### src/rtl/dgq_pkg.sv
// dgq_pkg: shared constants, register codes, state and struct types for
// the diagonal green quadrature block. No dependencies.
package dgq_pkg;

	localparam int MAX_POINTS = 1024;
	localparam int ADDR_W     = $clog2(MAX_POINTS);
	localparam int CNT_W      = $clog2(MAX_POINTS + 1);
	localparam int H_W        = 31;
	localparam int DECAY_W    = 25;
	localparam int CFG_IDX_W  = 1;
	localparam int CFG_DATA_W = 31;
	localparam logic [DECAY_W-1:0] ONE_Q24 = DECAY_W'(1 << 24);
	localparam logic [63:0] HALF_Q24 = 64'd8388608;

	typedef enum logic [CFG_IDX_W-1:0] {
		REG_STEP_H = 1'b0,
		REG_DECAY  = 1'b1
	} cfg_reg_t;

	typedef enum logic [1:0] {
		MSEL_CONTRIB,
		MSEL_SUM,
		MSEL_RESULT
	} mul_sel_t;

	typedef enum logic [4:0] {
		S_LOAD,
		S_FLUSH,
		S_DSTART,
		S_ISSUE,
		S_DRAIN,
		S_SC_LO,
		S_SC_HI,
		S_SC_FIN,
		S_ACC,
		S_CHECK,
		S_H1_LO,
		S_H1_HI,
		S_H1_FIN,
		S_H2_LO,
		S_H2_HI,
		S_H2_FIN,
		S_OUT
	} state_t;

	typedef struct packed {
		logic              load;
		logic              sweep_init;
		logic              diag_init;
		logic              issue;
		logic              first_growing;
		logic [ADDR_W-1:0] pa;
		logic [ADDR_W-1:0] pb;
		logic              mul_lo;
		logic              mul_hi;
		logic              mul_fin;
		mul_sel_t          mul_sel;
		logic              acc_sum;
		logic              out_load;
	} cmd_t;

	typedef struct packed {
		logic [CNT_W-1:0] cnt;
		logic             pipe_busy;
		logic             conv;
		logic             out_busy;
	} status_t;

endpackage

### src/rtl/dgq_ctrl.sv
// dgq_ctrl: sequencer for loading, the diagonal sweep and the final scaling
// depends on dgq_pkg
module dgq_ctrl (
	input  logic              clk,
	input  logic              arst_n,
	input  logic              in_valid,
	input  logic              in_last,
	output logic              in_ready,
	input  dgq_pkg::status_t  sts,
	output dgq_pkg::cmd_t     cmd
);
	import dgq_pkg::*;

	state_t           state_q, state_nx;
	logic [CNT_W-1:0] d_q, d_nx;
	logic [CNT_W-1:0] k_q, k_nx;
	logic             phase_b_q, phase_b_nx;
	logic [CNT_W-1:0] last_d;
	logic [CNT_W-1:0] len;
	logic [CNT_W-1:0] kd;

	always_ff @(posedge clk or negedge arst_n) begin
		if (!arst_n) begin
			state_q   <= S_LOAD;
			d_q       <= '0;
			k_q       <= '0;
			phase_b_q <= 1'b0;
		end else begin
			state_q   <= state_nx;
			d_q       <= d_nx;
			k_q       <= k_nx;
			phase_b_q <= phase_b_nx;
		end
	end

	assign last_d = sts.cnt >> 1;
	assign len    = sts.cnt - d_q;
	assign kd     = k_q + d_q;

	always_comb begin
		state_nx   = state_q;
		d_nx       = d_q;
		k_nx       = k_q;
		phase_b_nx = phase_b_q;
		cmd        = '0;
		cmd.mul_sel = MSEL_CONTRIB;
		in_ready   = 1'b0;
		case (state_q)
			S_LOAD: begin
				in_ready = 1'b1;
				if (in_valid) begin
					cmd.load = 1'b1;
					if (in_last) state_nx = S_FLUSH;
				end
			end
			S_FLUSH: begin
				cmd.sweep_init = 1'b1;
				d_nx = '0;
				state_nx = (last_d == '0) ? S_H1_LO : S_DSTART;
			end
			S_DSTART: begin
				cmd.diag_init = 1'b1;
				k_nx       = '0;
				phase_b_nx = 1'b0;
				state_nx   = S_ISSUE;
			end
			S_ISSUE: begin
				cmd.issue          = 1'b1;
				cmd.first_growing  = !phase_b_q;
				cmd.pa = phase_b_q ? kd[ADDR_W-1:0] : k_q[ADDR_W-1:0];
				cmd.pb = phase_b_q ? k_q[ADDR_W-1:0] : kd[ADDR_W-1:0];
				if (k_q == len - CNT_W'(1)) begin
					k_nx = '0;
					if (!phase_b_q && d_q != '0) phase_b_nx = 1'b1;
					else state_nx = S_DRAIN;
				end else begin
					k_nx = k_q + CNT_W'(1);
				end
			end
			S_DRAIN: begin
				if (!sts.pipe_busy) state_nx = S_SC_LO;
			end
			S_SC_LO: begin
				cmd.mul_lo = 1'b1;
				state_nx = S_SC_HI;
			end
			S_SC_HI: begin
				cmd.mul_hi = 1'b1;
				state_nx = S_SC_FIN;
			end
			S_SC_FIN: begin
				cmd.mul_fin = 1'b1;
				state_nx = S_ACC;
			end
			S_ACC: begin
				cmd.acc_sum = 1'b1;
				state_nx = S_CHECK;
			end
			S_CHECK: begin
				if (sts.conv || (d_q + CNT_W'(1)) == last_d) begin
					state_nx = S_H1_LO;
				end else begin
					d_nx = d_q + CNT_W'(1);
					state_nx = S_DSTART;
				end
			end
			S_H1_LO: begin
				cmd.mul_lo = 1'b1;
				cmd.mul_sel = MSEL_SUM;
				state_nx = S_H1_HI;
			end
			S_H1_HI: begin
				cmd.mul_hi = 1'b1;
				cmd.mul_sel = MSEL_SUM;
				state_nx = S_H1_FIN;
			end
			S_H1_FIN: begin
				cmd.mul_fin = 1'b1;
				cmd.mul_sel = MSEL_SUM;
				state_nx = S_H2_LO;
			end
			S_H2_LO: begin
				cmd.mul_lo = 1'b1;
				cmd.mul_sel = MSEL_RESULT;
				state_nx = S_H2_HI;
			end
			S_H2_HI: begin
				cmd.mul_hi = 1'b1;
				cmd.mul_sel = MSEL_RESULT;
				state_nx = S_H2_FIN;
			end
			S_H2_FIN: begin
				cmd.mul_fin = 1'b1;
				cmd.mul_sel = MSEL_RESULT;
				state_nx = S_OUT;
			end
			S_OUT: begin
				if (!sts.out_busy) begin
					cmd.out_load = 1'b1;
					state_nx = S_LOAD;
				end
			end
			default: state_nx = S_LOAD;
		endcase
	end

endmodule

### config.mk
export PLATFORM = sky130hd
export DESIGN_NAME = dgq_ctrl
export DESIGN_NICKNAME = d
export VERILOG_FILES = /design/src/rtl/dgq_pkg.sv /design/src/rtl/dgq_ctrl.sv
export SDC_FILE = /design/constraint.sdc
export NUM_CORES = 1
export LEC_CHECK = 0
export BUFFER_PORTS_ARGS = -buffer_cell sky130_fd_sc_hd__buf_4
export CAP_MARGIN = 20
export CORE_AREA = 3 3 80 82
export CTS_BUF_LIST = sky130_fd_sc_hd__clkbuf_4 sky130_fd_sc_hd__clkbuf_8
export DETAILED_ROUTE_END_ITERATION = 8
export DIE_AREA = 0 0 83 85
export GPL_TIMING_DRIVEN = 1
export HOLD_SLACK_MARGIN = 0.06
export PLACE_DENSITY = 0.82
export SYNTH_ARGS = -nofsm -noshare
export SYNTH_HDL_FRONTEND = slang
export SYNTH_SLANG_ARGS = --single-unit
### constraint.sdc
create_clock -name clk -period 4.1 [get_ports clk]
set_input_delay 1.025 -clock clk [delete_from_list [all_inputs] [get_ports clk]]
set_output_delay 1.025 -clock clk [all_outputs]
set_load 0.1 [all_outputs]
==> results by group <==
Status
  – Status: completed

Yosys
  – Mapped Area: 3436 µm²
  – Post-synth EDFFs: 0
  – Sequential share of the synthesized area: 20.39%
  – Main flop type after synthesis: dfrtp_1
  – Synth Register Bits: 28
  – Distinct cells, synth: 64
  – Warnings from Yosys: 0
  – Mean Syn Cell Area: 7.618 µm²
  – Post-Synth Adder-Cell Area: 9.177%
  – Compound-Gate Fraction of Synth Area: 23.27%
  – Syn Inst Count: 451
  – Syn nets: 493
  – Largest family of logic cells by synthesized area: simple AND/OR/NAND/NOR gates
  – Post-synthesis mux area share: 4.079%
  – XOR/XNOR Fraction of Synth Area: 10.42%
  – Simple-Gate Fraction of Synth Area: 25.56%
  – Async S/R FF share, synth: 100.0%

STA
  – Final Hold Vio Count: 0
  – Final worst clock skew: 7.693 ps
  – Final Setup Violations: 0
  – Maximum operating frequency: 256.9 MHz
  – Final period util: 94.93%
  – Fin Setup TNS: 0 ps
  – RSZ-0062 raised after global routing: yes
  – Min Tclk post-route: 3892 ps
  – Slew @ Worst Pin: 972.1 ps
  – Max_slew headroom: 34.60%
  – Final Max Tran Viols: 0

Critical path
  – Critical R2R Capture: k_q[6]
  – Flop-to-flop setup slack: 940 ps
  – R2R depth: 12
  – Critical path required time: 3070 ps
  – CP max FO: 7
  – Crit path from: d_q[0]
  – Crit path largest cell delay: 480 ps
  – CP Cell Sequence: ha_1 > fa_1 > a21o_1 > a21oi_2 > o21bai_1 > a21oi_1 > o21ai_0 > xor2_1 > nand2_1 > a21oi_2 > buf_6
  – Worst setup EP type: output pin
  – Kind of critical path: reg2out
  – FF-to-FF Start: d_q[0]
  – Critical path capture point: cmd[15]
  – Crit path launch type: flop
  – CP max stage cell: dfrtp_2
  – Top cell by count, worst path: a21oi_2
  – CP Data Arrival Time: 2870 ps

Clock network
  – CTS sink cnt: 28
  – # Post-CTS Setup Buffers: 0
  – Clock Tree Root: clkbuf_8
  – Worst skew pair latency: 280 ps
  – Htree depth: 1
  – CTS tree: done
  – Total CTS buffers: 3
  – Clock-pin slew on the worst setup and hold paths: 100 ps
  – CTS Buffer Depth: 2

Final layout
  – Commonest non-fill, non-tap cell in the layout: buf_4
  – Antenna fix cells: 0
  – Fin nets: 522
  – Layout Area Growth over Synthesis: 13.18%
  – Multi-input logic area: 2535 µm²
  – Filler cells: 520
  – Most frequent cells in the layout: buf_4, nand2_1, nor2_1
  – Layout cell share with drive strength beyond 1: 19.04%
  – Register Area: 704.4 µm²
  – Final std cells w/o fill: 553

Global route
  – Total gr overflow: 0
  – Largest net degree at the start of global routing: 29
  – Total GRT Usage: 27.38%
  – Vias in the first global route: 3326
  – First-pass GRT wire length: 16180 µm
  – Initial antenna violation count: 0

Power
  – Power Density: 518.7 nW/µm²
  – LEAKAGE: 1.710 nW
  – VDD IR-drop max: 0.0006064 V

Detailed routing
  – DRT iter0 DRCs: 253
  – Routed wire per std cell: 17.18 µm
  – DRC: 0
  – Via count: 3479
  – Final ANT Viol Nets: 0
  – DRT Pass-1 Iters: 5
  – Total Wirelength: 9501 µm
  – Vias per cell: 6.291

Die
  – Total Die Area: 7055 µm²
  – Site Rows: 28
  – Die width: 83 µm
  – Core area: 5816 µm²
  – Initial core utilization: 59.08%
  – Number of I/O pins: 51
  – Die H: 85 µm

Place
  – Port bufs: 50
  – Placed insts: 550
  – Hpwl dp: 7291 µm
  – Placer congestion estimate: 0.9403

Worst hold path
  – Min-delay worst type: reg2reg

Flow run
  – Max Cap Viol: 0
## what timing repair did
item                       4_1_cts  5_1_grt
resized for setup                0        7
setup endpoints to repair        0        4
hold buffers                     0        0
## layer usage
| layer | global-route usage, % | share of wire (%) | routed length [µm] | up-vias |
|---|---|---|---|---|
| met5 | 0 | 0 | 0 | - |
| met4 | 7.727 | 2.4 | 232 | 0 |
| met3 | 2.621 | 5.7 | 544 | 27 |
| met2 | 45.99 | 47 | 4494 | 135 |
| met1 | 37.76 | 45 | 4229 | 1655 |
| li1 | - | - | - | 1662 |
## how the worst min path moves through the flow
stage / slack [ps] / cells after the start / endpoint / from
after floorplan: 550 / 2 / d_q[10] / d_q[10]
after global placement: 580 / 1 / k_q[10] / k_q[10]
after detailed placement: 590 / 1 / k_q[10] / k_q[10]
after CTS: 610 / 1 / k_q[10] / k_q[10]
after global routing: 640 / 1 / k_q[0] / k_q[0]
final: 590 / 1 / d_q[0] / d_q[0]
## metrics by stage
stage / util, % / total power [mW] / hold slack [ps] / worst slack, ps / instance area [µm²]
6_report: 66.87 / 2.017 / 591.1 / 208.1 / 3889
2_1_floorplan: - / 1.557 / 551.0 / 3.303 / 3476
5_1_grt: 66.87 / 2.146 / 639.8 / -33.85 / 3889
3_3_place_gp: 65.83 / 1.823 / 577.6 / 468.6 / 3829
3_5_place_dp: 65.83 / 1.851 / 590.6 / 403.8 / 3829
4_1_cts: 66.54 / 2.004 / 612.3 / 90.75 / 3870
## cell usage after synthesis (3+ instances only)
cell | count | area (µm²)
nand2_1 | 52 | 195.2
nor2_1 | 42 | 157.7
a21oi_1 | 37 | 185.2
dfrtp_1 | 28 | 700.7
xnor2_1 | 23 | 201.4
ha_1 | 22 | 275.3
inv_1 | 21 | 78.83
nand3_1 | 21 | 105.1
clkbuf_1 | 16 | 60.06
xor2_1 | 16 | 140.1
o21ai_0 | 15 | 75.07
mux2i_1 | 14 | 140.1
a21o_1 | 11 | 82.58
nand2b_1 | 11 | 68.82
nor3_1 | 10 | 50.05
nor4_1 | 8 | 50.05
buf_2 | 6 | 30.03
a31oi_1 | 5 | 31.28
buf_4 | 5 | 37.54
a21oi_2 | 4 | 35.03
a22o_1 | 4 | 35.03
and2_1 | 4 | 25.02
and3_1 | 4 | 25.02
o21bai_1 | 4 | 30.03
a211o_1 | 3 | 26.28
a211oi_1 | 3 | 22.52
a21boi_0 | 3 | 22.52
buf_1 | 3 | 11.26
nor2b_1 | 3 | 18.77
o211ai_1 | 3 | 22.52
o22ai_1 | 3 | 18.77
or2_2 | 3 | 18.77
## cell type report
cell class	instances	share of cell area, %
inverter	22	2.124
tap	75	2.413
sequential	28	18.11
multi-input combinational	369	65.19
clock buffer	3	1.062
timing repair buffer	56	11.10
## worst max-delay path: cells and delay by family (launching register included)
kind | cells | cell delay [ps]
flip-flops | 1 | 480
buffers and inverters | 1 | 240
adder cells (fa/ha/maj) | 2 | 660
XOR/XNOR | 1 | 170
AO/OA/AOI/OAI | 6 | 950
AND/OR/NAND/NOR | 1 | 90
## registers in the layout, summed over array words and instances (netlist names)
| name | cells |
|---|---|
| d_q | 11 |
| k_q | 11 |
| state_q | 5 |
| phase_b_q | 1 |
## power breakdown
| part | internal [mW] | switching [mW] |
|---|---|---|
| Combinational | 0.410 | 0.980 |
| Sequential | 0.328 | 0.147 |
| Clock | 0.0661 | 0.0852 |
## logic make-up (layout without fill, tap and decap cells)
logic type	after synthesis	after routing
simple gates	175	175
compound gates	116	116
buf+inv	54	81
xor+xnor	40	40
flops	28	28
fa+ha+maj	24	24
mux	14	14
Note: power is estimated with default switching activity, not from simulation.
